==> src/rtl/shape_pair_penetration_depth_core_defines.svh <==
// Assertion macros for the shape pair penetration depth core
`ifndef SHAPE_PAIR_PENETRATION_DEPTH_CORE_DEFINES_SVH
`define SHAPE_PAIR_PENETRATION_DEPTH_CORE_DEFINES_SVH

// same-cycle implication
`define SPP_ASSERT_IMP(label, clk, rst, ante, cons) \
   label: assert property (@(posedge clk) disable iff (rst) (ante) |-> (cons)) \
      else $error("spp: same-cycle check failed");

// next-cycle implication
`define SPP_ASSERT_NEXT(label, clk, rst, ante, cons) \
   label: assert property (@(posedge clk) disable iff (rst) (ante) |=> (cons)) \
      else $error("spp: next-cycle check failed");

`endif

==> src/rtl/spp_pkg.sv <==
// Types and constants shared by the shape pair penetration depth core
package spp_pkg;

   localparam int CoordW = 32;
   localparam int SizeW  = 31;
   localparam int EdgeW  = 34;   // 2*centre +/- size, Q.17
   localparam int OvW    = 35;   // edge differences
   localparam int DepthW = 32;
   localparam int RootW  = 32;
   localparam int SqW    = 64;
   localparam int RemW   = 36;
   localparam int QDepth = 2;
   localparam int QPtrW  = $clog2(QDepth);
   localparam int QCntW  = $clog2(QDepth + 1);

   typedef enum logic [1:0] {
      FUNC_RR = 2'd0,
      FUNC_CC = 2'd1,
      FUNC_RC = 2'd2,
      FUNC_CR = 2'd3
   } func_type;

   typedef enum logic [1:0] {
      KIND_RR = 2'd0,
      KIND_CC = 2'd1,
      KIND_RC = 2'd2
   } kind_type;

   // classified item; for rect-circle, A is the rect and B the circle
   typedef struct packed {
      kind_type                  kind;
      logic signed [EdgeW-1:0]   a_lo_x;
      logic signed [EdgeW-1:0]   a_hi_x;
      logic signed [EdgeW-1:0]   a_lo_y;
      logic signed [EdgeW-1:0]   a_hi_y;
      logic signed [EdgeW-1:0]   b_lo_x;
      logic signed [EdgeW-1:0]   b_hi_x;
      logic signed [EdgeW-1:0]   b_lo_y;
      logic signed [EdgeW-1:0]   b_hi_y;
      logic signed [CoordW-1:0]  a_x;
      logic signed [CoordW-1:0]  a_y;
      logic signed [CoordW-1:0]  b_x;
      logic signed [CoordW-1:0]  b_y;
      logic [SizeW-1:0]          a_r;
      logic [SizeW-1:0]          b_r;
   } entry_type;

   // side data that rides along the square root pipe
   typedef struct packed {
      kind_type           kind;
      logic               hit;
      logic [DepthW-1:0]  lim;
      logic [SizeW-1:0]   radius;
      logic [DepthW-1:0]  rr_depth;
   } tag_type;

   typedef struct packed {
      logic              not_empty;
      logic              full;
      logic [QCntW-1:0]  count;
   } q_status_type;

   function automatic logic [OvW-1:0] mag(input logic signed [OvW-1:0] v);
      mag = v[OvW-1] ? OvW'(-v) : OvW'(v);
   endfunction

endpackage

==> src/rtl/spp_front.sv <==
// Front end: classifies the pair, swaps circle-rect, forms Q.17 edges
module spp_front (
   input  logic [1:0]                        func,
   input  logic signed [spp_pkg::CoordW-1:0] a_x,
   input  logic signed [spp_pkg::CoordW-1:0] a_y,
   input  logic [spp_pkg::SizeW-1:0]         a_w,
   input  logic [spp_pkg::SizeW-1:0]         a_h,
   input  logic signed [spp_pkg::CoordW-1:0] b_x,
   input  logic signed [spp_pkg::CoordW-1:0] b_y,
   input  logic [spp_pkg::SizeW-1:0]         b_w,
   input  logic [spp_pkg::SizeW-1:0]         b_h,
   output spp_pkg::entry_type                entry
);
   import spp_pkg::*;

   logic                     swap;
   logic signed [CoordW-1:0] p_x, p_y, q_x, q_y;
   logic [SizeW-1:0]         p_w, p_h, q_w, q_h;
   logic signed [EdgeW-1:0]  p_x2, p_y2, q_x2, q_y2;
   logic signed [EdgeW-1:0]  p_ws, p_hs, q_ws, q_hs;

   always_comb begin
      swap = (func_type'(func) == FUNC_CR);
      p_x = swap ? b_x : a_x;
      p_y = swap ? b_y : a_y;
      p_w = swap ? b_w : a_w;
      p_h = swap ? b_h : a_h;
      q_x = swap ? a_x : b_x;
      q_y = swap ? a_y : b_y;
      q_w = swap ? a_w : b_w;
      q_h = swap ? a_h : b_h;

      p_x2 = EdgeW'($signed({p_x, 1'b0}));
      p_y2 = EdgeW'($signed({p_y, 1'b0}));
      q_x2 = EdgeW'($signed({q_x, 1'b0}));
      q_y2 = EdgeW'($signed({q_y, 1'b0}));
      p_ws = $signed({{(EdgeW-SizeW){1'b0}}, p_w});
      p_hs = $signed({{(EdgeW-SizeW){1'b0}}, p_h});
      q_ws = $signed({{(EdgeW-SizeW){1'b0}}, q_w});
      q_hs = $signed({{(EdgeW-SizeW){1'b0}}, q_h});

      case (func_type'(func))
         FUNC_RR: entry.kind = KIND_RR;
         FUNC_CC: entry.kind = KIND_CC;
         default: entry.kind = KIND_RC;
      endcase
      entry.a_lo_x = p_x2 - p_ws;
      entry.a_hi_x = p_x2 + p_ws;
      entry.a_lo_y = p_y2 - p_hs;
      entry.a_hi_y = p_y2 + p_hs;
      entry.b_lo_x = q_x2 - q_ws;
      entry.b_hi_x = q_x2 + q_ws;
      entry.b_lo_y = q_y2 - q_hs;
      entry.b_hi_y = q_y2 + q_hs;
      entry.a_x    = p_x;
      entry.a_y    = p_y;
      entry.b_x    = q_x;
      entry.b_y    = q_y;
      entry.a_r    = p_w;
      entry.b_r    = q_w;
   end

endmodule

==> config.mk <==
export PLATFORM = sky130hd
export DESIGN_NAME = spp_front
export DESIGN_NICKNAME = d
export VERILOG_FILES = /design/src/rtl/shape_pair_penetration_depth_core_defines.svh /design/src/rtl/spp_pkg.sv /design/src/rtl/spp_front.sv
export SDC_FILE = /design/constraint.sdc
export NUM_CORES = 1
export LEC_CHECK = 0
export BUFFER_PORTS_ARGS = -buffer_cell sky130_fd_sc_hd__buf_2
export CAP_MARGIN = 20
export CORE_AREA = 2 2 278 280
export DETAILED_ROUTE_END_ITERATION = 10
export DIE_AREA = 0 0 280 282
export PLACE_DENSITY = 0.42
export RECOVER_POWER = 100
export REMOVE_ABC_BUFFERS = 1
export SLEW_MARGIN = 20
export SYNTH_ARGS = -nofsm -noshare
export SYNTH_HDL_FRONTEND = slang
export SYNTH_SLANG_ARGS = --single-unit
==> constraint.sdc <==
create_clock -name vclk -period 12.4
set_input_delay 0.62 -clock vclk [all_inputs]
set_output_delay 0.62 -clock vclk [all_outputs]
set_load 0.03 [all_outputs]
# Yosys cells after proc, flatten, opt, wreduce, memory -nomap -nowiden
# Cells that the tools add are included.
# Widths: inputs -> output; s select.
# op_classes
n_reduce_logical	1
n_mux	9
n_addsub	8
eq_ne	2
# ops
op	count
$add 33x32->34	4
$sub 33x32->34	4
$mux 32	4
$mux 31	4
$pmux 2 s2	1
$eq 2x1->1 const B	1
$eq 2x2->1 const B	1
$logic_not 2->1	1
# word_totals
ff_bits	0
inputBits	254
wordCells	20

# Longest topological paths before layout
# Gate-level depths: netlist of run 1.
# logic_depth
word_depth	3
mapped_depth	19
ltp_nobuf	14

# Worst setup path before layout of run 1
# No wires, ideal clock.
# synth_timing
kind	input -> output
start	in func[1]
end	out entry[425] (netlist name)
arrival_time_ns	5.138
path_stages	18
t_required_ns	11.780
setup_slack_ns	6.642
cell_sequence	buf_2 > and2_1 > buf_2 > clkbuf_1 > clkbuf_1 > clkbuf_1 > nand2_1 > nand2_1 > ha_1 > nand2b_1 > nor2_1 > o21ai_1 > a31o_2 > a41o_1 > a211o_1 > a21o_1 > o311a_1 > a311oi_1
# synth_rtl
item	line	source
from (decl)	spp_front.sv:3	input logic [1:0] func,
to (decl)	spp_front.sv:12	output spp_pkg::entry_type entry

==> summary.txt, run 1 <==
Yosys
  – Post-synthesis compound-gate area fraction: 27.4%
  – Area share of and/or/nand/nor cells after synthesis: 31.5%
  – Post-Syn Area: 16700 µm²
  – Sequential fraction of the synthesis area: 0%
  – Largest family of logic cells by synthesized area: simple AND/OR/NAND/NOR gates
  – Adder-cell share of the synthesized area: 18.7%
  – Ys Warns: 0
  – Synth cell types: 83
  – Avg Cell Area, Syn: 5.90 µm²
  – Post-Syn Instances: 2825
  – Synth Area in XOR/XNOR: 12.0%
  – Multiplexer area fraction after synthesis: 0.901%

Cells and area
  – CLK BUF: 0
  – Nets: 3901
  – Flip-flop and latch count: 0
  – Layout cell share with drive strength beyond 1: 9.44%
  – Area grow syn2layout: 21.8%
  – Fill count: 8963
  – FF+latch area: 0 µm²
  – Final Non-Filler Cells: 4378

Die
  – Initial Util: 22.0%
  – Top Ports: 718
  – Row cnt: 101
  – Die X: 280 µm
  – DIE AREA: 79000 µm²
  – Die Ht: 282 µm
  – Core ar.: 75700 µm²

Outcome
  – Status: complete, but fails checks
  – Failing checks: capacitance limit, slew limit

Global route
  – Largest net degree at the start of global routing: 90
  – Initial antenna violation count: 3
  – GRT Overall Usage: 19.7%
  – Global-route wire length before repair: 123 mm
  – Total gr overflow: 0
  – Vias in the first global route: 20007

Routing
  – Drt first-iter violations: 1100
  – Vias/cell: 4.78
  – Via count: 20946
  – WL/cell: 19.2 µm
  – Final WL: 84.0 mm
  – Routed Antenna Nets: 0
  – Drt first pass iters: 7
  – DRC: 0

Clock tree
  – Cts hold-fix bufs: 0
  – Setup repair bufs after CTS: 0
  – Post_cts resized: 0

Pwr
  – P per Cell Area: 117 nW/µm²
  – Peak VDD IR: 50.2 µV
  – Pwr Total: 2.37 mW
  – Pleak: 10.0 nW

STA
  – Worst Max-Slew Pin Slew: 2.91 ns
  – Max Fclk: 0.110 GHz
  – # setup viols final: 0
  – Unrepaired setup endpoints after global routing: false
  – Minimum clock period after layout: 9.10 ns
  – Final setup margin: 3.30 ns
  – Setup TNS: 0 ns
  – Fin crit share: 73.4%
  – Relative slew slack: -94.7%
  – Fin. max-slew vios: 129
  – Final Hold Fails: 0

Place
  – Global placer's final weighted congestion: 0.917
  – Port Buf Inserts: 718
  – Post-DP HPWL: 73.7 mm
  – Dpl cells: 4377
  – Pre-CTS WS: 5.75 ns

Critical path
  – CP endpoint kind: output port
  – Req. time, crit path: 11.78 ns
  – Arrival time at the worst endpoint: 8.48 ns
  – Worst Setup Start Kind: input pin
  – Crit-path max FO: 85
  – Critical path class: in -> out

Flow run
  – Maxcap violations: 3

Min path
  – Hold/Removal Path Class: in -> out
## area by class of cell
cell class	count	area, µm²	area share (%)
tap	978	1220	6.03
multi-input combinational	2415	15000	73.9
timing repair buffer	725	3100	15.3
antenna	1	2.50	0.0123
inverter	259	972	4.79
## where the power goes
group / switching (mW) / internal [mW] / leakage, nW
sequential: 0 / 0 / 0
clock: 0 / 0.0000000108 / 0.00000634
combinational: 1.74 / 0.630 / 10.0
## cell usage in the layout (no fill, tap or decap), types with 19 or more instances in the layout
master,instances
nand2_1,797
clkbuf_1,432
buf_2,287
inv_1,255
ha_1,242
a21oi_1,218
xnor2_1,177
nor2_1,171
o21ai_0,103
o21bai_1,70
nor3_1,55
xor2_1,52
a21o_1,50
nand3_1,39
nand2b_1,32
a31oi_1,32
o211ai_1,30
o31ai_1,28
o21a_1,25
a211oi_1,24
nor2b_1,23
nor4_1,19
## worst max-delay path, cell delays in order
cell	delay [ns]
clkbuf_1	0.18
nand2_1	2.10
buf_4	0.93
nand2_1	0.16
nand2_1	0.11
ha_1	0.28
nand2b_1	0.20
a2111oi_4	0.32
o21ai_0	0.18
o31a_1	0.31
o311ai_0	1.33
a221oi_1	0.46
o21ai_0	0.52
a2111oi_1	0.16
a311oi_1	0.30
buf_2	0.26
## through the flow
stage,util (%),area (µm²),hold slack (ns)
global placement,27.7,20900,1.61
detailed placement,27.7,20900,1.63
finish,26.8,20300,1.62
global route,26.8,20300,1.64
floorplan,-,16000,1.24
CTS,27.7,20900,1.63
## kinds of logic after synthesis
logic type / after synthesis
buffers and inverters: 410
adders and majority gates: 246
muxes: 15
and+or+nand+nor: 1232
AOI/OAI and AO/OA: 693
xor gates and xnor gates: 229
## layer usage
layer | global-route usage (%) | vias to the layer above | wire length, µm
met5 | 0 | - | 15
met4 | 3.03 | 2 | 1780
li1 | - | 10646 | -
met1 | 24.2 | 9656 | 35700
met2 | 37.1 | 570 | 42700
met3 | 2.23 | 72 | 3850
## final timing paths
check / end / start / slack [ns] / cells past startpoint
setup / recovery: entry[321] / func[0] / 3.30 / 16
hold / removal: entry[463] / func[1] / 1.62 / 2
## Yosys cell counts, types with 5 or more instances
cell type | n | area [µm²]
or2_2 | 13 | 81.3
o311ai_0 | 5 | 43.8
nor4_1 | 18 | 113
or3_1 | 15 | 93.8
o21bai_1 | 70 | 526
o21a_1 | 25 | 188
and3_1 | 9 | 56.3
buf_2 | 15 | 75.1
or4_1 | 6 | 45.0
o211a_1 | 5 | 50.1
and2_1 | 14 | 87.6
o21ai_0 | 93 | 465
nand3_1 | 39 | 195
nor2b_1 | 23 | 144
a21boi_0 | 9 | 67.6
a41oi_1 | 7 | 61.3
a221oi_1 | 6 | 52.6
nor2_1 | 171 | 642
xnor2_1 | 177 | 1550
o211ai_1 | 28 | 210
nand2b_1 | 32 | 200
buf_4 | 8 | 60.1
o41ai_1 | 5 | 43.8
o31ai_1 | 27 | 203
a21o_1 | 50 | 375
clkbuf_1 | 124 | 465
nand4_1 | 10 | 62.6
nand2_1 | 796 | 2990
a211oi_1 | 21 | 158
nor3_1 | 54 | 270
inv_1 | 254 | 953
nand4b_1 | 6 | 52.6
a31oi_1 | 32 | 200
a211o_1 | 9 | 78.8
ha_1 | 242 | 3030
a311oi_1 | 7 | 61.3
o21ai_1 | 16 | 80.1
a2111oi_0 | 7 | 61.3
mux2i_1 | 15 | 150
xor2_1 | 52 | 455
a21oi_1 | 218 | 1090
nor3b_1 | 7 | 52.6
nor4b_1 | 5 | 43.8
(Power assumes the default switching activity.)
==> inputs of run 2 (changes only) <==
==> constraint.sdc (replaced) <==
create_clock -name vclk -period 9.4
set_input_delay 0.47 -clock vclk [all_inputs]
set_output_delay 0.47 -clock vclk [all_outputs]
set_load 0.03 [all_outputs]
==> run 2 against run 1 <==
Compared with the run above: global-route usage shrank 0.098 points; design area grew 0.29%; worst setup slack lost 1.2 ns; hold slack lost 0.27 ns; largest cell class unchanged; die area is the same; critical path depth shrank 1; the run still ends with capacitance limit, slew limit left.
==> summary.txt, run 2 (synthesis results as in run 1) <==
Place
  – Global placer's final weighted congestion: 0.924 (was 0.917)
  – Placed Area: 20900 µm² (about the same)
  – Dpl cells: 4377 (unchanged)
  – Post-DP HPWL: 73.2 mm (was 73.7 mm)
  – Port Buf Inserts: 718 (unchanged)

Cells and area
  – Most frequent cells in the layout: 796 x nand2_1, 431 x clkbuf_1, 287 x buf_2, 254 x inv_1, 242 x ha_1 (was 797 x nand2_1, 432 x clkbuf_1, 287 x buf_2, 255 x inv_1, 242 x ha_1)
  – Flip-flop and latch count: 0 (unchanged)
  – Final Util: 26.9% (was 26.8%)
  – CLK BUF: 0 (unchanged)
  – Layout cell share with drive strength beyond 1: 9.59% (was 9.44%)
  – FF+latch area: 0 µm² (unchanged)
  – Fill count: 8996 (was 8963)
  – Area grow syn2layout: 22.2% (was 21.8%)
  – Fin area: 20400 µm² (was 20300 µm²)
  – Most common cell after layout, fill and taps aside: nand2_1 (unchanged)
  – Final Non-Filler Cells: 4379 (was 4378)
  – Nets: 3901 (unchanged)

Routing
  – Final WL: 83.7 mm (was 84.0 mm)
  – DRC: 0 (unchanged)
  – Drt first-iter violations: 1337 (was 1100)
  – WL/cell: 19.1 µm (was 19.2 µm)
  – Via count: 21113 (was 20946)
  – Routed Antenna Nets: 0 (unchanged)
  – Vias/cell: 4.82 (was 4.78)
  – Drt first pass iters: 6 (was 7)

Pwr
  – Pwr Total: 3.14 mW (was 2.37 mW)
  – P per Cell Area: 154 nW/µm² (was 117 nW/µm²)
  – Pleak: 10.1 nW (was 10.0 nW)
  – Peak VDD IR: 77.5 µV (was 50.2 µV)

Die
  – Top Ports: 718 (unchanged)
  – Core ar.: 75700 µm² (unchanged)
  – Initial Util: 22.0% (unchanged)
  – Die Ht: 282 µm (unchanged)
  – Row cnt: 101 (unchanged)
  – DIE AREA: 79000 µm² (unchanged)
  – Die X: 280 µm (unchanged)

STA
  – Setup TNS: 0 ns (unchanged)
  – Worst Max-Slew Pin Slew: 2.12 ns (was 2.91 ns)
  – Max Fclk: 0.138 GHz
  – Relative slew slack: -41.5% (was -94.7%)
  – Fin. max-slew vios: 39 (was 129)
  – Unrepaired setup endpoints after global routing: false (unchanged)
  – Final Hold Fails: 0 (unchanged)
  – # setup viols final: 0 (unchanged)
  – Fin crit share: 77.3%
  – Minimum clock period after layout: 7.27 ns

Critical path
  – Critical-path cell list: clkbuf_1, and2_0, buf_12, mux2i_1, ha_1, nor4bb_1, nand3_1, nor2_1, a21oi_1, a311oi_1, o21ai_0, o211ai_1, a41oi_1, xnor2_1, buf_2 (was clkbuf_1, nand2_1, buf_4, nand2_1, nand2_1, ha_1, nand2b_1, a2111oi_4, o21ai_0, o31a_1, o311ai_0, a221oi_1, o21ai_0, a2111oi_1, a311oi_1, buf_2)
  – CP endpoint kind: output port (unchanged)
  – Arrival time at the worst endpoint: 6.80 ns (was 8.48 ns)
  – Slowest library cell on the worst path: and2_0 (was nand2_1)
  – Worst Setup Start Kind: input pin (unchanged)
  – Req. time, crit path: 8.93 ns (was 11.78 ns)
  – Critical path class: in -> out (unchanged)
  – CP peak stage delay: 1.64 ns (was 2.10 ns)
  – Crit-path max FO: 125 (was 85)
  – Family with the most delay on the worst path: simple AND/OR/NAND/NOR gates (was compound AO/OA/AOI/OAI gates)
  – Worst Path Buf+Inv: 3 (unchanged)

Outcome
  – Status: complete, but fails checks (unchanged)
  – Failing checks: capacitance limit, slew limit (unchanged)

Global route
  – Largest net degree at the start of global routing: 126 (was 90)
  – GRT Overall Usage: 19.6% (was 19.7%)
  – Total gr overflow: 0 (unchanged)
  – Initial antenna violation count: 3 (unchanged)
  – Vias in the first global route: 19949 (was 20007)
  – Global-route wire length before repair: 122 mm (was 123 mm)

Min path
  – Hold/Removal Path Class: in -> out (unchanged)

Clock tree
  – Setup repair bufs after CTS: 0 (unchanged)
  – Cts hold-fix bufs: 0 (unchanged)
  – Post_cts resized: 0 (unchanged)

Flow run
  – Maxcap violations: 1 (was 3)
run 2: area by class of cell:
class	instances	area, µm²	area share [%]
tap	978	1220	6.01
inverter	259	972	4.78
timing repair buffer	725	3120	15.3
multi-input combinational	2415	15000	73.9
antenna	2	5.00	0.0246
run 2: per-stage QoR:
step | hold slack, ns | setup WS [ns]
6_report | 1.35 | 2.13
5_1_grt | 1.37 | 1.62
4_1_cts | 1.32 | 3.59
3_5_place_dp | 1.33 | 3.62
3_3_place_gp | 1.31 | 3.65
2_1_floorplan | 0.940 | 0.858
run 2: power by group:
group	leakage (nW)	switching [mW]	internal, mW
sequential	0	0	0
combinational	10.1	2.30	0.834
clock	0.0000127	0	0.0000000285
total	10.1	2.30	0.834
run 2: final timing paths:
| check | startpoint | to | slack, ns | cells after the start |
|---|---|---|---|---|
| max | func[0] | entry[284] | 2.13 | 15 |
| min | b_x[0] | entry[158] | 1.35 | 4 |
run 2: metal layers:
metal  vias up  part of all wire (%)  track usage (%)
met5         -                 0.019                0
met4         2                   1.6             2.63
met3        58                   4.4             1.91
met2       613                    51             36.4
met1      9795                    43             24.8
li1      10645                     -                -
