## src/rtl/shape_pair_penetration_depth_core_defines.svh

```systemverilog
// Assertion macros for the shape pair penetration depth core
`ifndef SHAPE_PAIR_PENETRATION_DEPTH_CORE_DEFINES_SVH
`define SHAPE_PAIR_PENETRATION_DEPTH_CORE_DEFINES_SVH

// same-cycle implication
`define SPP_ASSERT_IMP(label, clk, rst, ante, cons) \
   label: assert property (@(posedge clk) disable iff (rst) (ante) |-> (cons)) \
      else $error("spp: same-cycle check failed");

// next-cycle implication
`define SPP_ASSERT_NEXT(label, clk, rst, ante, cons) \
   label: assert property (@(posedge clk) disable iff (rst) (ante) |=> (cons)) \
      else $error("spp: next-cycle check failed");

`endif

```

## src/rtl/spp_pkg.sv

```systemverilog
// Types and constants shared by the shape pair penetration depth core
package spp_pkg;

   localparam int CoordW = 32;
   localparam int SizeW  = 31;
   localparam int EdgeW  = 34;   // 2*centre +/- size, Q.17
   localparam int OvW    = 35;   // edge differences
   localparam int DepthW = 32;
   localparam int RootW  = 32;
   localparam int SqW    = 64;
   localparam int RemW   = 36;
   localparam int QDepth = 2;
   localparam int QPtrW  = $clog2(QDepth);
   localparam int QCntW  = $clog2(QDepth + 1);

   typedef enum logic [1:0] {
      FUNC_RR = 2'd0,
      FUNC_CC = 2'd1,
      FUNC_RC = 2'd2,
      FUNC_CR = 2'd3
   } func_type;

   typedef enum logic [1:0] {
      KIND_RR = 2'd0,
      KIND_CC = 2'd1,
      KIND_RC = 2'd2
   } kind_type;

   // classified item; for rect-circle, A is the rect and B the circle
   typedef struct packed {
      kind_type                  kind;
      logic signed [EdgeW-1:0]   a_lo_x;
      logic signed [EdgeW-1:0]   a_hi_x;
      logic signed [EdgeW-1:0]   a_lo_y;
      logic signed [EdgeW-1:0]   a_hi_y;
      logic signed [EdgeW-1:0]   b_lo_x;
      logic signed [EdgeW-1:0]   b_hi_x;
      logic signed [EdgeW-1:0]   b_lo_y;
      logic signed [EdgeW-1:0]   b_hi_y;
      logic signed [CoordW-1:0]  a_x;
      logic signed [CoordW-1:0]  a_y;
      logic signed [CoordW-1:0]  b_x;
      logic signed [CoordW-1:0]  b_y;
      logic [SizeW-1:0]          a_r;
      logic [SizeW-1:0]          b_r;
   } entry_type;

   // side data that rides along the square root pipe
   typedef struct packed {
      kind_type           kind;
      logic               hit;
      logic [DepthW-1:0]  lim;
      logic [SizeW-1:0]   radius;
      logic [DepthW-1:0]  rr_depth;
   } tag_type;

   typedef struct packed {
      logic              not_empty;
      logic              full;
      logic [QCntW-1:0]  count;
   } q_status_type;

   function automatic logic [OvW-1:0] mag(input logic signed [OvW-1:0] v);
      mag = v[OvW-1] ? OvW'(-v) : OvW'(v);
   endfunction

endpackage

```

## src/rtl/spp_queue.sv

```systemverilog
// Short FIFO between front and back end
module spp_queue (
   input  logic                    clock,
   input  logic                    reset,
   input  logic                    push,
   input  spp_pkg::entry_type      wdata,
   input  logic                    pop,
   output spp_pkg::entry_type      rdata,
   output spp_pkg::q_status_type   status
);
   import spp_pkg::*;

   entry_type          mem_ff [QDepth];
   logic [QPtrW-1:0]   wptr_ff, wptr_in, rptr_ff, rptr_in;
   logic [QCntW-1:0]   cnt_ff, cnt_in;

   always_comb begin
      wptr_in = push ? QPtrW'(wptr_ff + 1'b1) : wptr_ff;
      rptr_in = pop ? QPtrW'(rptr_ff + 1'b1) : rptr_ff;
      cnt_in  = cnt_ff;
      if (push && !pop) begin
         cnt_in = QCntW'(cnt_ff + 1'b1);
      end else if (pop && !push) begin
         cnt_in = QCntW'(cnt_ff - 1'b1);
      end
      rdata            = mem_ff[rptr_ff];
      status.count     = cnt_ff;
      status.not_empty = (cnt_ff != '0);
      status.full      = (cnt_ff == QCntW'(QDepth));
   end

   always_ff @(posedge clock) begin
      if (reset) begin
         wptr_ff <= '0;
         rptr_ff <= '0;
         cnt_ff  <= '0;
      end else begin
         wptr_ff <= wptr_in;
         rptr_ff <= rptr_in;
         cnt_ff  <= cnt_in;
      end
   end

   always_ff @(posedge clock) begin
      if (push) begin
         mem_ff[wptr_ff] <= wdata;
      end
   end

endmodule

```

## config.mk

```make
export PLATFORM = sky130hd
export DESIGN_NAME = spp_queue
export DESIGN_NICKNAME = d
export VERILOG_FILES = /design/src/rtl/shape_pair_penetration_depth_core_defines.svh /design/src/rtl/spp_pkg.sv /design/src/rtl/spp_queue.sv
export SDC_FILE = /design/constraint.sdc
export NUM_CORES = 1
export LEC_CHECK = 0
export BUFFER_PORTS_ARGS = -buffer_cell sky130_fd_sc_hd__buf_2
export CAP_MARGIN = 20
export CORE_AREA = 10 10 359 361
export CTS_CLUSTER_DIAMETER = 120
export DETAILED_ROUTE_END_ITERATION = 7
export DIE_AREA = 0 0 369 371
export PLACE_DENSITY = 0.61
export SYNTH_ARGS = -nofsm -noshare
export SYNTH_HDL_FRONTEND = slang
export SYNTH_SLANG_ARGS = --single-unit
```

## constraint.sdc

```tcl
create_clock -name clock -period 54.6 [get_ports clock]
set_input_delay 10.92 -clock clock [delete_from_list [all_inputs] [get_ports clock]]
set_output_delay 10.92 -clock clock [all_outputs]
set_load 0.02 [all_outputs]
```

## Word level (Yosys, flattened, before mapping)

Memory sizes are Yosys's and may differ from the RTL's. A register that Yosys moved wholly into a read port is not among the register bits.
Cells that the tools add are included.
W data, S select, Z words.

| cells by class | value |
|---|---|
| reductions and logical operators | 6 |
| add/subtract/negate cells | 4 |
| eq/ne operators | 1 |
| multiplexer cells | 6 |

Operator list:

| cell | number |
|---|---|
| $mux W1 | 4 |
| $mux W2 | 2 |
| $reduce_bool A2 Y1 | 2 |
| $add A1 B1 Y1 const B | 2 |
| $add A2 B1 Y2 const B | 1 |
| $eq A2 B2 Y1 const B | 1 |
| $logic_and A1 B1 Y1 | 2 |
| $logic_not A1 Y1 | 2 |
| $sub A2 B1 Y2 const B | 1 |

| storage, ports and cells | value |
|---|---|
| memory bits (writable) | 928 |
| bits of input ports | 468 |
| bits in registers | 4 |
| output and inout port bits | 468 |
| memories kept | 1 |

Memory list:

| name | depth | bits a word | rd ports | clocked after Yosys merged registers in | write ports | line | RTL |
|---|---|---|---|---|---|---|---|
| mem_ff | 2 | 464 | 1 | 1 | 1 | spp_queue.sv:13 | `entry_type mem_ff [QDepth];` |

## Logic depth before layout (Yosys ltp)

Gate-level depths: netlist of run 1.

| depth | value |
|---|---|
| depth after elaboration | 4 |
| mapped depth | 5 |

## Worst setup path before layout of run 1

Ideal clock, no wire load.

| path | value |
|---|---|
| path type | input -> register |
| start point | in push |
| end point | mem mem_ff[0][0] in the netlist's numbering (enable) |
| library setup time | 1,357 ps |
| required time | 53,243 ps |
| path slack | 22,423 ps |
| data arrival time | 30,820 ps |
| stages on the path | 1 |
| buffers on the path | 0 |
| cell sequence | nor2b_1 |

| between the ends | value |
|---|---|
| cells in the longest elaborated chain, start to end | 2 |

RTL lines:

| what | line | RTL |
|---|---|---|
| from (decl) | spp_queue.sv:5 | `input logic push,` |
| $mux W1 | spp_queue.sv:45 | `if (push) begin` |
| $mux W1 (implied by the code) | spp_queue.sv:46 | `mem_ff[wptr_ff] <= wdata;` |
| to (decl) | spp_queue.sv:13 |  |

No other way between the ends.

==> metrics.csv, run 1 <==
stage,metric,value,unit
power_and_ir_drop,power.switching,0.000418,W
floorplan,effective_utilization_at_floorplan,29.7,%
route,detailedRoute.firstPassIterationCount,5,
run,max_cap_viol_count,0,
layout,layout.cells.most_common,sky130_fd_sc_hd__buf_2,
floorplan,fp-row-count,128,
cts,htree_levels,3,
worst_hold_path,worstHoldStart,rptr_ff,
synth,ys_ff_latch,933,
setup_path,worst-endpoint-arrival,5.66,ns
setup_path,setup.worst_path.class,reg2out,
synth,synth_nets,1935,
grt,global_route.usage.total,13.4,%
route,detail_route.wirelength,97000,um
floorplan,floorplan.die_area,0.137,mm2
cts,cts_inserted_buffers,97,
synth,syn-cell-area,0.0360,mm2
grt,first_global_vias,18500,
synth,avgSynthCellArea,24.6,um2
place,dp.cells,3998,
setup_path,critical_path.endpoint_type,output port,
route,routed-via-count,17600,
setup_path,reg2reg_to,mem_ff[1][124],
layout,layout-drive-gt1-share,61.2,%
worst_hold_path,timing.hold.worst_endpoint,rptr_ff,
floorplan,coreArea,0.121,mm2
timing,finalSetupViolations,0,
power_and_ir_drop,p_comb_share,13.8,%
setup_path,critical_path_peak_fanout,56,
timing,max-slew-margin-rel,27.8,%
synth,synth.lib_cells_used.distinct,18,
worst_hold_path,min_path_cells,2,
grt,grt.overflow.total,0,
timing,final.period_utilization,30.4,%
route,drtAntennaViolNets,0,
route,remaining_drc_errors,0,
floorplan,die_y,371,um
place,gp_congestion,0.781,
cts,cts.sink_count,933,
timing,rsz0062_at_grt,no,
timing,hold_viol_final,0,
power_and_ir_drop,irDropWorstVdd,0.0000363,V
cts,cts_buffer_depth,3,
place,place.port_buffers,935,
outcome,outcome,"complete, no violations",
power_and_ir_drop,power_density,38.1,mW/mm2
route,via_per_inst,4.18,
layout,instances_no_fill,4196,
timing,skew,0.0204,ns
synth,sequential_element_share_of_the_synthesized_area,77.6,%
setup_path,worstPathRequired,43.68,ns
worst_hold_path,min_path_type,reg2reg,
setup_path,startpoint_types,register,
grt,grt_pass1_wl,133000,um
power_and_ir_drop,p_seq_share,49.7,%
power_and_ir_drop,total_leakage_power,17.5,nW
layout,area_growth,25.0,%
cts,cts_hold_buf,0,
power_and_ir_drop,power.switching_fraction,24.4,%
cts,clk_pin_slew_worst_paths,0.06,ns
layout,mostFrequentLayoutCells,"935 x sky130_fd_sc_hd__buf_2, 928 x sky130_fd_sc_hd__edfxtp_1, 460 x sky130_fd_sc_hd__mux2_4, 98 x sky130_fd_sc_hd__clkbuf_16, 27 x sky130_fd_sc_hd__clkinv_1",
timing,drv_slew,0,
cts,cts_tree,yes,
power_and_ir_drop,cell_internal_pwr,0.00130,W
grt,grt_max_degree,79,
timing,finalCriticalPeriod,16.58,ns
floorplan,die_w,369,um
grt,number_of_antenna_violations_at_the_first_check_in_global_routing,52,
route,drt-initial-drc-count,1156,
cts,cts_setup_buffers,0,
synth,netlist_instances,1466,
cts,cts_root_buffer,sky130_fd_sc_hd__clkbuf_16,
power_and_ir_drop,clockPowerShare,36.5,%
route,avgRoutedWirePerCell,23.1,um
floorplan,design.portCount,936,
timing,tightestPinTransition,1.08,ns
setup_path,rrSetupSlack,49.79,ns
power_and_ir_drop,total_power,0.00171,W
cts,clock_latency,0.68,ns
timing,fmax,0.0603,GHz
cts,cts-resized-gates,0,
synth,synth.yosys.warnings,0,
place,post-dp-hpwl,73900,um
layout,final_nets,2941,
setup_path,crit-reg2reg-launch,wptr_ff,
timing,timing.setup.tns,0,ns
setup_path,r2r.worst_path.cells,5,
-- registers in the layout (all words and copies together), names as in the netlist, named ones only --
signal and count:
mem_ff 928, cnt_ff 2, wptr_ff 1, rptr_ff 1
-- how the worst max path moves through the flow --
stage | cells past startpoint | slack (ns) | to | from
after CTS | 6 | 37.87 | rdata[347] | register
after global placement | 6 | 38.67 | rdata[347] | register
after global routing | 6 | 37.70 | rdata[364] | register
after detailed placement | 6 | 38.66 | rdata[347] | register
after floorplan | 1 | 22.42 | mem_ff[0][0] | push
final | 6 | 38.02 | rdata[347] | register
-- power groups by stage --
stage / clock, W / sequential (W) / combinational [W]
4_1_cts: 0.000645 / 0.000851 / 0.000242
3_5_place_dp: 0 / 0.000866 / 0.000241
3_3_place_gp: 0 / 0.000865 / 0.000240
2_1_floorplan: 0 / 0.000889 / 0.000166
6_report: 0.000626 / 0.000851 / 0.000236
5_1_grt: 0.000674 / 0.000854 / 0.000251
-- cell usage after synthesis (all sizes together) --
cell | count | area [um2]
nor2b | 2 | 12.5
or2 | 1 | 6.26
ha | 1 | 12.5
buf | 52 | 993
mux2 | 464 | 6950
o21ai | 1 | 5.00
a21oi | 1 | 5.00
dfxtp | 5 | 100
or3 | 1 | 6.26
and2 | 1 | 6.26
edfxtp | 928 | 27900
nor2 | 4 | 15.0
inv | 1 | 3.75
xnor2 | 2 | 17.5
xor2 | 2 | 17.5
-- layer usage --
metal / track usage (%) / part of all wire, %
met4: 5.72 / 3.0
met5: 0 / 0.17
met1: 14.4 / 36
met2: 22.8 / 51
met3: 5.90 / 9.8
-- cell families (layout without fill, tap and decap cells) --
logic type,count (synthesis),in the layout,share of synthesized area [%]
AOI/OAI and AO/OA,2,2,0.0278
other,0,25,0
buffers and inverters,53,1133,2.77
muxes,464,464,19.3
DFF,933,933,77.6
adders and majority gates,1,1,0.0347
xor gates and xnor gates,4,4,0.0973
and+or+nand+nor,9,9,0.129
-- critical path, stage by stage, from the launching register on --
cell,delay [ns]
sky130_fd_sc_hd__dfxtp_4,0.89
sky130_fd_sc_hd__buf_4,0.77
sky130_fd_sc_hd__buf_4,0.74
sky130_fd_sc_hd__buf_4,0.94
sky130_fd_sc_hd__buf_4,0.89
sky130_fd_sc_hd__mux2_4,0.36
sky130_fd_sc_hd__buf_2,0.16
-- cell type report --
cell class	count	area, um2
Antenna cell	25	62.6
Sequential cell	933	28000
Tap cell	1625	2030
Inverter	1	3.75
Fill cell	11300	76400
Clock inverter	61	510
Timing Repair Buffer	959	4860
Multi-Input combinational cell	480	7070
Clock buffer	112	2500
-- through the flow --
step	hold WS (ns)	utilization, %	setup slack [ns]	cell area (um2)
final	0.525	37.1	38.02	45000
after global routing	0.551	37.1	37.70	45000
after CTS	0.527	37.0	37.87	44900
after detailed placement	0.513	34.5	38.66	41900
after global placement	0.499	34.5	38.67	41900
after floorplan	0.480	-	22.42	36000
No activity file was read; power rests on OpenSTA's default activity.
==> run 2, diff against run 1 <==
==> constraint.sdc (replaced) <==
create_clock -name clock -period 15.4 [get_ports clock]
set_input_delay 3.08 -clock clock [delete_from_list [all_inputs] [get_ports clock]]
set_output_delay 3.08 -clock clock [all_outputs]
set_load 0.02 [all_outputs]
==> metrics.csv, run 2 (synthesis gave the netlist of run 1 again) <==
stage,metric,value,unit,change
layout,largest_register_ff_count,928,,unchanged
cts,cts_buffer_depth,3,,unchanged
grt,global_route.usage.total,13.4,%,about the same
cts,cts_setup_buffers,0,,unchanged
route,routed-via-count,17800,,+1.1%
setup_path,critical_path_peak_fanout,121,,+120%
timing,max-slew-margin-rel,27.7,%,-0.14 points
floorplan,fp-row-count,128,,unchanged
setup_path,crit_end,rdata[98],,
timing,hold_viol_final,0,,unchanged
layout,mostFrequentLayoutCells,"935 x sky130_fd_sc_hd__buf_2, 928 x sky130_fd_sc_hd__edfxtp_1, 460 x sky130_fd_sc_hd__mux2_4, 101 x sky130_fd_sc_hd__clkbuf_16, 26 x sky130_fd_sc_hd__clkbuf_1",,
run,max_cap_viol_count,0,,unchanged
cts,clock_latency,0.67,ns,about the same
setup_path,startpoint_types,register,,
layout,layout-drive-gt1-share,60.9,%,-0.31 points
power_and_ir_drop,irDropWorstVdd,0.0000937,V,+160%
grt,number_of_antenna_violations_at_the_first_check_in_global_routing,69,,+33%
route,via_per_inst,4.21,,+0.72%
timing,finalSetupViolations,0,,unchanged
setup_path,timing.critical_path.slowest_stage_cell,sky130_fd_sc_hd__buf_4,,
setup_path,worst-endpoint-arrival,4.67,ns,-0.99 ns
grt,grt_max_degree,154,,+95%
setup_path,r2r.worst_path.cells,3,,-2
layout,final_nets,2933,,-0.27%
grt,grt_pass1_wl,133000,um,+0.24%
place,gp_congestion,0.798,,+2.2%
timing,timing.setup.tns,0,ns,unchanged
worst_hold_path,min_path_type,reg2reg,,
layout,post_route_cell_area,0.0451,mm2,+0.29%
setup_path,rrSetupSlack,12.20,ns,-37.59 ns
place,placed_standard_cell_area,0.0420,mm2,about the same
setup_path,cp_top_family,buffers and inverters,,
layout,filler_cell_count,11400,,+0.53%
power_and_ir_drop,power_density,135,mW/mm2,+250%
cts,cts-resized-gates,0,,unchanged
timing,drv_slew,0,,unchanged
layout,layout_top_registers,"mem_ff x928, cnt_ff x2",,
cts,cts_tree,yes,,
timing,skew,0.0189,ns,-0.00153 ns
timing,fmax,0.129,GHz,
setup_path,cp.buffers_inverters,4,,-1
place,dp.cells,3987,,-0.28%
grt,first_global_vias,18600,,+0.75%
layout,layout.cells.most_common,sky130_fd_sc_hd__buf_2,,
floorplan,coreArea,0.121,mm2,unchanged
floorplan,die_y,371,um,unchanged
outcome,outcome,"complete, no violations",,
setup_path,cpMostUsedCell,sky130_fd_sc_hd__buf_4,,
layout,instances_no_fill,4212,,+0.38%
setup_path,crit_path_max_incr_delay,0.88,ns,-0.06 ns
setup_path,reg2reg_to,mem_ff[1][107],,
layout,regMostFlops,mem_ff,,
power_and_ir_drop,total_power,0.00610,W,+260%
cts,cts.sink_count,933,,unchanged
timing,hold-worst-slack,0.520,ns,-0.00497 ns
cts,clk_pin_slew_worst_paths,0.06,ns,about the same
timing,finalCriticalPeriod,7.75,ns,
setup_path,setup.worst_path.class,reg2out,,
place,place.port_buffers,935,,unchanged
setup_path,cp_cell_sequence,buf_4 > buf_4 > buf_12 > mux2_4 > buf_2,,
cts,cts_hold_buf,0,,unchanged
place,post-dp-hpwl,71500,um,-3.2%
floorplan,design.portCount,936,,unchanged
route,detailedRoute.firstPassIterationCount,5,,unchanged
timing,tightestPinTransition,1.09,ns,+0.00213 ns
setup_path,critical_path.endpoint_type,output port,,
cts,cts_inserted_buffers,100,,+3.1%
route,detail_route.wirelength,97100,um,about the same
setup_path,crit-reg2reg-launch,wptr_ff,,
route,drt-initial-drc-count,1195,,+3.4%
cts,cts_root_buffer,sky130_fd_sc_hd__clkbuf_16,,
power_and_ir_drop,total_leakage_power,17.6,nW,about the same
layout,area_growth,25.3,%,
timing,rsz0062_at_grt,no,,
setup_path,worstPathRequired,12.32,ns,-31.36 ns
grt,grt.overflow.total,0,,unchanged
route,avgRoutedWirePerCell,23.1,um,-0.33%
floorplan,effective_utilization_at_floorplan,29.7,%,unchanged
timing,final.period_utilization,50.3,%,
setup_path,worst_path_depth,5,,-1
route,drtAntennaViolNets,0,,unchanged
floorplan,floorplan.die_area,0.137,mm2,unchanged
cts,htree_levels,3,,unchanged
floorplan,die_w,369,um,unchanged
route,remaining_drc_errors,0,,unchanged
[run 2: changes by cell type in the layout (fill, tap and decap cells not counted), sizes merged]
cell	before	now
buf	959	948
bufinv	6	4
clkbuf	112	127
clkinv	48	49
diode	25	38
[run 2: worst min path at each step]
stage / slack, ns / cells after the start / from / to
floorplan: 0.48 / 2 / rptr_ff / register
global placement: 0.50 / 2 / rptr_ff / rptr_ff
detailed placement: 0.50 / 2 / rptr_ff / register
CTS: 0.52 / 2 / rptr_ff / register
global route: 0.54 / 2 / rptr_ff / register
finish: 0.52 / 2 / rptr_ff / register
[run 2: per-layer routing]
metal | global-route usage, % | wire, um
met4 | 5.32 | 3200
met5 | 0 | 171
met2 | 22.4 | 48400
met3 | 6.42 | 10800
met1 | 14.6 | 34600
[run 2: area by class of cell]
class / instances / area (um2) / share of cell area (%)
Antenna cell: 38 / 95.1 / 0.211
Clock buffer: 127 / 2630 / 5.82
Clock inverter: 60 / 472 / 1.04
Inverter: 1 / 3.75 / 0.00832
Multi-Input combinational cell: 480 / 7070 / 15.7
Sequential cell: 933 / 28000 / 62.0
Tap cell: 1625 / 2030 / 4.50
Timing Repair Buffer: 948 / 4880 / 10.8
[run 2: metrics by stage]
step | setup WS (ns) | util [%]
2_1_floorplan | 1.09 | -
3_3_place_gp | 8.42 | 34.6
3_5_place_dp | 8.39 | 34.6
4_1_cts | 7.60 | 37.1
5_1_grt | 7.44 | 37.2
6_report | 7.65 | 37.2
[run 2: tightest hold or removal path: stages, from the launching register on]
cell	delay, ns
sky130_fd_sc_hd__dfxtp_1	0.32
sky130_fd_sc_hd__xnor2_1	0.09
sky130_fd_sc_hd__nor2_1	0.07
[run 2: report_power, final]
| group | total (W) | switching (W) | internal [W] |
|---|---|---|---|
| Clock | 0.00224 | 0.000965 | 0.00128 |
| Combinational | 0.000837 | 0.000477 | 0.000359 |
| Sequential | 0.00302 | 0.0000469 | 0.00297 |
